**src/rtl/assert_macros.svh**
```systemverilog
// ----------------------------------------------------------------------------
// Assertion macros shared by the RTL
// Clocked on clock and disabled while reset is high.
// ----------------------------------------------------------------------------
`ifndef ASSERT_MACROS_SVH
`define ASSERT_MACROS_SVH

// Same-cycle implication
`define ASSERT_SAME(label, ante, cons, msg) \
   label: assert property (@(posedge clock) disable iff (reset) (ante) |-> (cons)) \
      else $error(msg);

// Next-cycle implication
`define ASSERT_NEXT(label, ante, cons, msg) \
   label: assert property (@(posedge clock) disable iff (reset) (ante) |=> (cons)) \
      else $error(msg);

`endif

```
**src/rtl/lfu_pkg.sv**
```systemverilog
// ----------------------------------------------------------------------------
// lfu_pkg
// Fixed field widths and reset values of the LFU page replacement block.
// ----------------------------------------------------------------------------
package lfu_pkg;

   localparam int PAGE_FIELD_BITS = 16;
   localparam int FRAME_IDX_BITS  = 3;
   localparam int FAULT_BITS      = 32;
   localparam int CFG_BITS        = 4;

   localparam logic [CFG_BITS-1:0] CFG_FRAMES_RESET = 4'd8;

endpackage

```
**src/rtl/lfu_ram.sv**
```systemverilog
// ----------------------------------------------------------------------------
// lfu_ram
// Simple dual-port RAM: one write port, one read port, registered read data.
// ----------------------------------------------------------------------------
module lfu_ram #(
   parameter int WIDTH = 32,
   parameter int DEPTH = 8
) (
   input  logic                                 clock,
   input  logic                                 wr_en,
   input  logic [(DEPTH > 1 ? $clog2(DEPTH) : 1)-1:0] wr_addr,
   input  logic [WIDTH-1:0]                     wr_data,
   input  logic                                 rd_en,
   input  logic [(DEPTH > 1 ? $clog2(DEPTH) : 1)-1:0] rd_addr,
   output logic [WIDTH-1:0]                     rd_data
);

   logic [WIDTH-1:0] mem_ff [DEPTH];
   logic [WIDTH-1:0] rd_data_ff;

   always_ff @(posedge clock) begin
      if (wr_en) begin
         mem_ff[wr_addr] <= wr_data;
      end
      if (rd_en) begin
         rd_data_ff <= mem_ff[rd_addr];
      end
   end

   assign rd_data = rd_data_ff;

endmodule

```
**src/rtl/lfu_page_replacement_top.sv**
```systemverilog
// Scan: the frame RAM read port scans one frame per cycle over the n enabled
//   frames (frames_in_use clamped to 1..FRAMES), so the scan length sets the
//   transaction rate. A new request is taken only once the previous one has
//   left the update state, which waits while the output register is stalled.
// Reset: synchronous, active high; all frames go invalid, the fault counter
//   clears and frames_in_use returns to 8. No clearing pass is needed.
// ----------------------------------------------------------------------------
// lfu_page_replacement_top
// LFU page replacement: looks up a page among the enabled frames, bumps the
// use count on a hit, otherwise fills the least used frame (lowest index on
// a tie) and counts the fault.
// ----------------------------------------------------------------------------
`include "assert_macros.svh"

module lfu_page_replacement_top #(
   parameter int FRAMES     = 8,
   parameter int PAGE_BITS  = 16,
   parameter int COUNT_BITS = 16
) (
   input  logic                                  clock,
   input  logic                                  reset,
   // configuration
   input  logic                                  csr_wr_en,
   input  logic [lfu_pkg::CFG_BITS-1:0]          csr_wr_data,
   // request channel
   input  logic                                  req_valid,
   output logic                                  req_stall,
   input  logic [lfu_pkg::PAGE_FIELD_BITS-1:0]   req_page_number,
   // response channel
   output logic                                  rsp_valid,
   input  logic                                  rsp_stall,
   output logic                                  rsp_hit,
   output logic [lfu_pkg::FRAME_IDX_BITS-1:0]    rsp_frame_index,
   output logic                                  rsp_evicted_valid,
   output logic [lfu_pkg::PAGE_FIELD_BITS-1:0]   rsp_evicted_page,
   output logic [lfu_pkg::FAULT_BITS-1:0]        rsp_fault_count
);

   import lfu_pkg::*;

   localparam int IDX_W = (FRAMES > 1) ? $clog2(FRAMES) : 1;
   localparam int CNT_W = $clog2(FRAMES + 1);
   localparam int RAM_W = PAGE_BITS + COUNT_BITS;

   typedef enum logic [1:0] {
      ST_IDLE,
      ST_SCAN,
      ST_UPDATE
   } state_type;

   // Registers
   state_type              state_ff;
   logic [CFG_BITS-1:0]    frames_ff;
   logic [PAGE_BITS-1:0]   page_ff;
   logic [CNT_W-1:0]       n_ff;
   logic [CNT_W-1:0]       iss_ff;
   logic                   chk_ff;
   logic [IDX_W-1:0]       chk_idx_ff;
   logic                   hit_ff;
   logic [IDX_W-1:0]       hit_idx_ff;
   logic [COUNT_BITS-1:0]  hit_uses_ff;
   logic [IDX_W-1:0]       best_idx_ff;
   logic [COUNT_BITS-1:0]  best_uses_ff;
   logic                   best_valid_ff;
   logic [PAGE_BITS-1:0]   best_page_ff;
   logic [FRAMES-1:0]      valid_ff;
   logic [FAULT_BITS-1:0]  fault_ff;

   logic                   rsp_valid_ff;
   logic                   rsp_hit_ff;
   logic [FRAME_IDX_BITS-1:0] rsp_frame_index_ff;
   logic                   rsp_evicted_valid_ff;
   logic [PAGE_FIELD_BITS-1:0] rsp_evicted_page_ff;
   logic [FAULT_BITS-1:0]  rsp_fault_count_ff;

   // Next values
   logic [CNT_W-1:0]       n_in;
   logic [FAULT_BITS-1:0]  fault_in;
   logic [COUNT_BITS-1:0]  hit_uses_in;

   // Scan and RAM signals
   logic                   req_accept;
   logic                   rsp_accept;
   logic                   upd_go;
   logic                   rd_en;
   logic [IDX_W-1:0]       rd_addr;
   logic [RAM_W-1:0]       rd_data;
   logic                   wr_en;
   logic [IDX_W-1:0]       wr_addr;
   logic [RAM_W-1:0]       wr_data;
   logic                   cur_valid;
   logic [PAGE_BITS-1:0]   cur_page;
   logic [COUNT_BITS-1:0]  cur_uses;
   logic                   cur_match;
   logic                   take_min;
   logic                   scan_last;
   logic [IDX_W-1:0]       sel_idx;

   // ------------------------------------------------------------------------
   // Handshakes. A new request is taken only when no scan or update is in
   // flight; a finished response may still wait in the output register.
   // ------------------------------------------------------------------------
   assign req_stall  = (state_ff != ST_IDLE);
   assign req_accept = req_valid && !req_stall;
   assign rsp_accept = rsp_valid_ff && !rsp_stall;
   // Update only once the output register can take the new response.
   assign upd_go     = (state_ff == ST_UPDATE) && (!rsp_valid_ff || !rsp_stall);

   // Clamp frames_in_use to 1..FRAMES and latch it with the transaction.
   always_comb begin
      if (frames_ff == '0) begin
         n_in = CNT_W'(1);
      end else if (int'(frames_ff) > FRAMES) begin
         n_in = CNT_W'(FRAMES);
      end else begin
         n_in = CNT_W'(frames_ff);
      end
   end

   // ------------------------------------------------------------------------
   // Frame RAM: {page, use count} per frame. Valid bits live in flops so a
   // frame that was never filled reads as count zero and its page is ignored.
   // Reads happen only during the scan and writes only during the update, so
   // no forwarding is needed between them.
   // ------------------------------------------------------------------------
   assign rd_en   = (state_ff == ST_SCAN) && (iss_ff < n_ff);
   assign rd_addr = iss_ff[IDX_W-1:0];

   lfu_ram #(
      .WIDTH (RAM_W),
      .DEPTH (FRAMES)
   ) u_frame_ram (
      .clock   (clock),
      .wr_en   (wr_en),
      .wr_addr (wr_addr),
      .wr_data (wr_data),
      .rd_en   (rd_en),
      .rd_addr (rd_addr),
      .rd_data (rd_data)
   );

   // Check the frame whose read data arrived this cycle.
   assign cur_valid = valid_ff[chk_idx_ff];
   assign cur_page  = rd_data[RAM_W-1:COUNT_BITS];
   assign cur_uses  = cur_valid ? rd_data[COUNT_BITS-1:0] : '0;
   assign cur_match = cur_valid && (cur_page == page_ff);
   // Strict less-than keeps the lowest index on a tie.
   assign take_min  = (chk_idx_ff == '0) || (cur_uses < best_uses_ff);
   assign scan_last = chk_ff && (CNT_W'(chk_idx_ff) == (n_ff - CNT_W'(1)));

   // Saturating increments
   assign hit_uses_in = (hit_uses_ff == '1) ? hit_uses_ff : hit_uses_ff + COUNT_BITS'(1);
   assign fault_in    = (fault_ff == '1) ? fault_ff : fault_ff + FAULT_BITS'(1);

   // Hit: bump the count of the matching frame. Miss: load the page with a
   // count of one into the least used frame.
   assign sel_idx = hit_ff ? hit_idx_ff : best_idx_ff;
   assign wr_en   = upd_go;
   assign wr_addr = sel_idx;
   assign wr_data = hit_ff ? {page_ff, hit_uses_in} : {page_ff, COUNT_BITS'(1)};

   // ------------------------------------------------------------------------
   // Sequencer: idle, scan (issue reads, compare returning data), update.
   // ------------------------------------------------------------------------
   always_ff @(posedge clock) begin
      if (reset) begin
         state_ff     <= ST_IDLE;
         frames_ff    <= CFG_FRAMES_RESET;
         chk_ff       <= 1'b0;
         valid_ff     <= '0;
         fault_ff     <= '0;
         rsp_valid_ff <= 1'b0;
      end else begin
         if (csr_wr_en) begin
            frames_ff <= csr_wr_data;
         end

         // Drop the response once the far side takes it, unless the next
         // one loads in the same cycle.
         if (rsp_accept && !upd_go) begin
            rsp_valid_ff <= 1'b0;
         end

         case (state_ff)
            ST_IDLE: begin
               if (req_accept) begin
                  page_ff  <= PAGE_BITS'(req_page_number);
                  n_ff     <= n_in;
                  iss_ff   <= '0;
                  chk_ff   <= 1'b0;
                  hit_ff   <= 1'b0;
                  state_ff <= ST_SCAN;
               end
            end

            ST_SCAN: begin
               // Advance the read pointer; tag the data that returns next cycle.
               if (rd_en) begin
                  iss_ff <= iss_ff + CNT_W'(1);
               end
               chk_ff     <= rd_en;
               chk_idx_ff <= rd_addr;

               if (chk_ff) begin
                  if (cur_match && !hit_ff) begin
                     hit_ff      <= 1'b1;
                     hit_idx_ff  <= chk_idx_ff;
                     hit_uses_ff <= rd_data[COUNT_BITS-1:0];
                  end
                  if (take_min) begin
                     best_idx_ff   <= chk_idx_ff;
                     best_uses_ff  <= cur_uses;
                     best_valid_ff <= cur_valid;
                     best_page_ff  <= cur_page;
                  end
               end

               if (scan_last) begin
                  state_ff <= ST_UPDATE;
               end
            end

            ST_UPDATE: begin
               if (upd_go) begin
                  if (!hit_ff) begin
                     valid_ff[best_idx_ff] <= 1'b1;
                     fault_ff              <= fault_in;
                  end
                  rsp_valid_ff         <= 1'b1;
                  rsp_hit_ff           <= hit_ff;
                  rsp_frame_index_ff   <= FRAME_IDX_BITS'(sel_idx);
                  rsp_evicted_valid_ff <= !hit_ff && best_valid_ff;
                  rsp_evicted_page_ff  <= (!hit_ff && best_valid_ff) ?
                                          PAGE_FIELD_BITS'(best_page_ff) : '0;
                  rsp_fault_count_ff   <= hit_ff ? fault_ff : fault_in;
                  state_ff             <= ST_IDLE;
               end
            end

            default: begin
               state_ff <= ST_IDLE;
            end
         endcase
      end
   end

   assign rsp_valid         = rsp_valid_ff;
   assign rsp_hit           = rsp_hit_ff;
   assign rsp_frame_index   = rsp_frame_index_ff;
   assign rsp_evicted_valid = rsp_evicted_valid_ff;
   assign rsp_evicted_page  = rsp_evicted_page_ff;
   assign rsp_fault_count   = rsp_fault_count_ff;

   // ------------------------------------------------------------------------
   // Assertions
   // ------------------------------------------------------------------------
   `ASSERT_SAME(a_accept_no_scan, req_accept, !chk_ff && (state_ff == ST_IDLE),
                "request accepted while a scan is in flight")
   `ASSERT_SAME(a_sel_in_range, upd_go, (CNT_W'(sel_idx) < n_ff),
                "selected frame lies outside the enabled frames")
   `ASSERT_NEXT(a_hit_keeps_faults, upd_go && hit_ff, fault_ff == $past(fault_ff),
                "fault counter changed on a hit")
   `ASSERT_SAME(a_hit_no_evict, rsp_valid_ff, !(rsp_hit_ff && rsp_evicted_valid_ff),
                "response reports both a hit and an eviction")

endmodule

```
**config.mk**
```make
export PLATFORM = sky130hd
export DESIGN_NAME = lfu_page_replacement_top
export DESIGN_NICKNAME = d
export VERILOG_FILES = /design/src/rtl/lfu_pkg.sv /design/src/rtl/lfu_ram.sv /design/src/rtl/lfu_page_replacement_top.sv
export VERILOG_INCLUDE_DIRS = /design/src /design/src/rtl
export SDC_FILE = /design/constraint.sdc
export NUM_CORES = 1
export LEC_CHECK = 0
export BUFFER_PORTS_ARGS = -buffer_cell sky130_fd_sc_hd__buf_4
export CORE_MARGIN = 1
export CORE_UTILIZATION = 40
export DETAILED_ROUTE_END_ITERATION = 8
export GPL_TIMING_DRIVEN = 0
export SETUP_SLACK_MARGIN = 0.3
export SLEW_MARGIN = 20
export SYNTH_ARGS = -nofsm -noshare
export SYNTH_HDL_FRONTEND = slang
export SYNTH_SLANG_ARGS = --single-unit
```
**constraint.sdc**
```tcl
create_clock -name clock -period 5.8 [get_ports clock]
set_input_delay 0.58 -clock clock [delete_from_list [all_inputs] [get_ports clock]]
set_output_delay 0.58 -clock clock [all_outputs]
set_load 0.02 [all_outputs]
```
==> out/summary.txt <==
Clock H-tree levels - 2
Initial antenna violation count - 0
Failing checks - design-rule violations
Grt total ovfl - 0
Final setup fails - 0
Max cap viols - 0
Setup tns final - 0 ns
Leak - 7.540 nW
Top_reg_cell synth - edfxtp_1
GPL Wtd Cong - 0.8149
N_diodes - 0
Die X - 219.7 um
Met3 Use GR - 2.719%
EDFF count, synth - 424
DRC errors left - 18
Met2 global-route usage - 26.60%
Sequential cell area fraction in the yosys report - 72.26%
Layout area overhead - 18.47%
Die Ht - 219.7 um
Largest family of logic cells by synthesized area - multiplexers
Initial Util - 40.62%
Status - finished with violations
Hold violation count in the final report - 0
Die footprint - 48250 um^2
GRT Util Overall - 16.93%
Cell Area, Synth - 18950 um^2
Skew final - 0.02163 ns
Sink Count - 472
Worst hold start - req_page_number[10]
CP endpoint kind - flop
Area share of fa/ha/maj cells after synthesis - 1.453%
CP Max Fanout - 20
# nets final - 1327
Maximum vdd ir drop - 0.2621 mV
Hold buffers post-CTS - 0
Share of layout cells above drive strength 1 - 23.71%
Final period utilization - 78.72%
Number of global-route vias before repair - 10.11k
Port Buffers - 78
CP Launch Type - flop
Distinct cell type count after synthesis - 53
Total power - 7.010 mW
Post-cts repair resize count - 0
CTS buffer count - 49
Busiest grt layer - met2
DRT Wirelength - 39880 um
Cells on worst reg2reg path - 11
Worst slew margin - 37.55%
# IOs - 80
WP data required - 6.08 ns
Synth Area in Simple Gates - 8.637%
DP HPWL - 27060 um
First-pass GRT wire length - 60580 um
RSZ-0062 raised after global routing - no
Num rows - 79
RR Endpoint - best_page_ff[7]
Clock-pin slew on the worst setup and hold paths - 0.06 ns
Mux contribution to synthesized area - 10.41%
Worst Path Arrival - 4.85 ns
Via Count - 10.07k
Worst-Margin Slew - 0.9305 ns
Synth Area in XOR/XNOR - 3.975%
Synth Net Count - 1174
CTS tree - yes
ANT nets after route - 0
Longest Clk Path Bufs - 3
Avg Inst Size Synth - 16.81 um^2
Post-synthesis compound-gate area fraction - 1.664%
Slew Limit Fails - 0
Pin count of the biggest net entering global routing - 31
Worst hold stages - 1
GR Layer Usage met1 - 23.98%
Synthesized instance count - 1127
Critical path type - reg2reg
Average wire per standard cell - 20.70 um
Post-CTS setup buffer count - 0
Initial DRT Pass Iterations - 7
Synthesis warning total - 0
Seq cells post-synth - 472
Worst skew pair latency - 0.59 ns
Area of the core - 46650 um^2
Max Clock Freq - 0.2190 GHz
Hold Crit Class - in2reg
Hold-critical path endpoint - page_ff[10]
R2r setup slk - 1.23 ns
Via-to-Cell Ratio - 5.223
Final period demand of the worst path - 4.566 ns
DR iter-0 viols - 739
Async set-reset flop share out of synthesis - 0%
Pwr/cell area - 312.2 nW/um^2
Root buffer cell - clkbuf_16
Worst r2r src - chk_idx_ff[0]
[per-stage QoR]
step / hold slack [ns] / worst slack [ns] / area, um^2 / cells / utilization (%)
final: 0.1655 / 1.234 / 22450 / 1927 / 48.12
after global routing: 0.1344 / 0.9107 / 22450 / 1927 / 48.12
after CTS: 0.1356 / 0.9291 / 22440 / 1927 / 48.10
after detailed placement: 0.4289 / 0.9314 / 20900 / 1836 / 44.80
after global placement: 0.4275 / -1.106 / 20290 / 1812 / 43.50
after floorplan: 0.4180 / 1.225 / 18950 / 1127 / -
[per-layer routing]
layer  vias up  part of all wire, %
li1       4629                    -
met1      5137                   46
met2       234                   47
met3        65                  4.2
met4         0                  2.5
met5         -                    0
[cell usage in the layout (no fill, tap or decap), types with 4 or more instances in the layout]
master,n
edfxtp_1,424
nor2_1,82
buf_4,80
mux4_2,66
clkbuf_16,49
dfxtp_1,48
xnor2_1,45
clkbuf_1,43
xor2_1,41
nand3_1,39
nand2_1,38
mux2_2,34
inv_1,31
nand4_1,25
nor2b_1,25
and2_1,22
ha_1,22
nor3_1,20
a21oi_1,18
buf_2,15
buf_16,15
o21ai_0,11
clkinv_2,10
nor2_4,9
and3_1,8
a31oi_1,7
mux2i_1,7
nand2b_1,6
and4_1,4
a21o_1,4
buf_1,4
[cells by family (layout without fill, tap and decap cells)]
family,count (synthesis),after routing
fa+ha+maj,22,22
buf+inv,76,269
simple gates,310,310
flops,472,472
compound gates,51,51
xor+xnor,86,86
mux,110,110
[final cells by class]
class	instances	area (um^2)
buffer	44	186.4
clock buffer	70	1335
multi-input combinational	579	5042
clock inverter	21	207.7
fill	3958	24200
sequential	472	13690
tap	607	759.5
inverter	32	120.1
timing repair buffer	102	1106
[state kept, by name, indices dropped and copies added, names as in the netlist, 2 cells and up]
name	flops
hit_idx_ff	3
u_frame_ram.rd_data	32
n_ff	4
hit_uses_ff	16
best_idx_ff	3
iss_ff	4
chk_idx_ff	3
u_frame_ram.mem_ff	256
rsp_fault_count	32
best_page_ff	16
rsp_frame_index	3
page_ff	16
fault_ff	32
valid_ff	8
best_uses_ff	16
rsp_evicted_page	16
frames_ff	4
state_ff	2
[power breakdown]
part           switching (mW)  leakage, nW  total, mW  internal (mW)
registers              0.0300         4.25       3.75           3.72
clock network            1.28        0.751       3.02           1.74
logic                   0.127         2.54      0.239          0.112
[cell usage after synthesis, types with 4 or more instances]
| cell | n | share of area (%) |
|---|---|---|
| a21o_1 | 4 | 0.16 |
| a21oi_1 | 18 | 0.48 |
| a31oi_1 | 7 | 0.23 |
| and2_1 | 22 | 0.73 |
| and3_1 | 9 | 0.30 |
| and4_1 | 4 | 0.18 |
| buf_1 | 6 | 0.12 |
| buf_2 | 12 | 0.32 |
| clkbuf_1 | 25 | 0.50 |
| dfxtp_1 | 48 | 5.1 |
| edfxtp_1 | 424 | 67 |
| ha_1 | 22 | 1.5 |
| inv_1 | 32 | 0.63 |
| mux2_2 | 34 | 2.0 |
| mux2i_1 | 8 | 0.42 |
| mux4_2 | 66 | 7.8 |
| nand2_1 | 38 | 0.75 |
| nand2b_1 | 6 | 0.20 |
| nand3_1 | 39 | 1.0 |
| nand4_1 | 25 | 0.83 |
| nor2_1 | 91 | 1.8 |
| nor2b_1 | 25 | 0.83 |
| nor3_1 | 20 | 0.53 |
| o21ai_0 | 12 | 0.32 |
| xnor2_1 | 45 | 2.1 |
| xor2_1 | 41 | 1.9 |
[worst max-delay path by stage]
stage,startpoint,to
floorplan,chk_idx_ff[0],best_idx_ff[0]
global placement,chk_idx_ff[0],best_page_ff[11]
detailed placement,chk_idx_ff[0],best_page_ff[11]
CTS,chk_idx_ff[0],best_page_ff[7]
global route,chk_idx_ff[0],best_page_ff[7]
finish,chk_idx_ff[0],best_page_ff[7]
[critical path, cell delays in order (launching register included)]
cell and delay [ns]:
edfxtp_1 0.52, mux4_2 0.55, mux2i_2 0.66, clkbuf_1 0.52, nor2b_1 0.14, ha_1 0.32
a21oi_1 0.14, o21ai_0 0.10, nor3_1 0.15, o21ai_0 0.21, o21ai_4 0.69, buf_16 0.25
No activity file was read; power rests on OpenSTA's default activity.
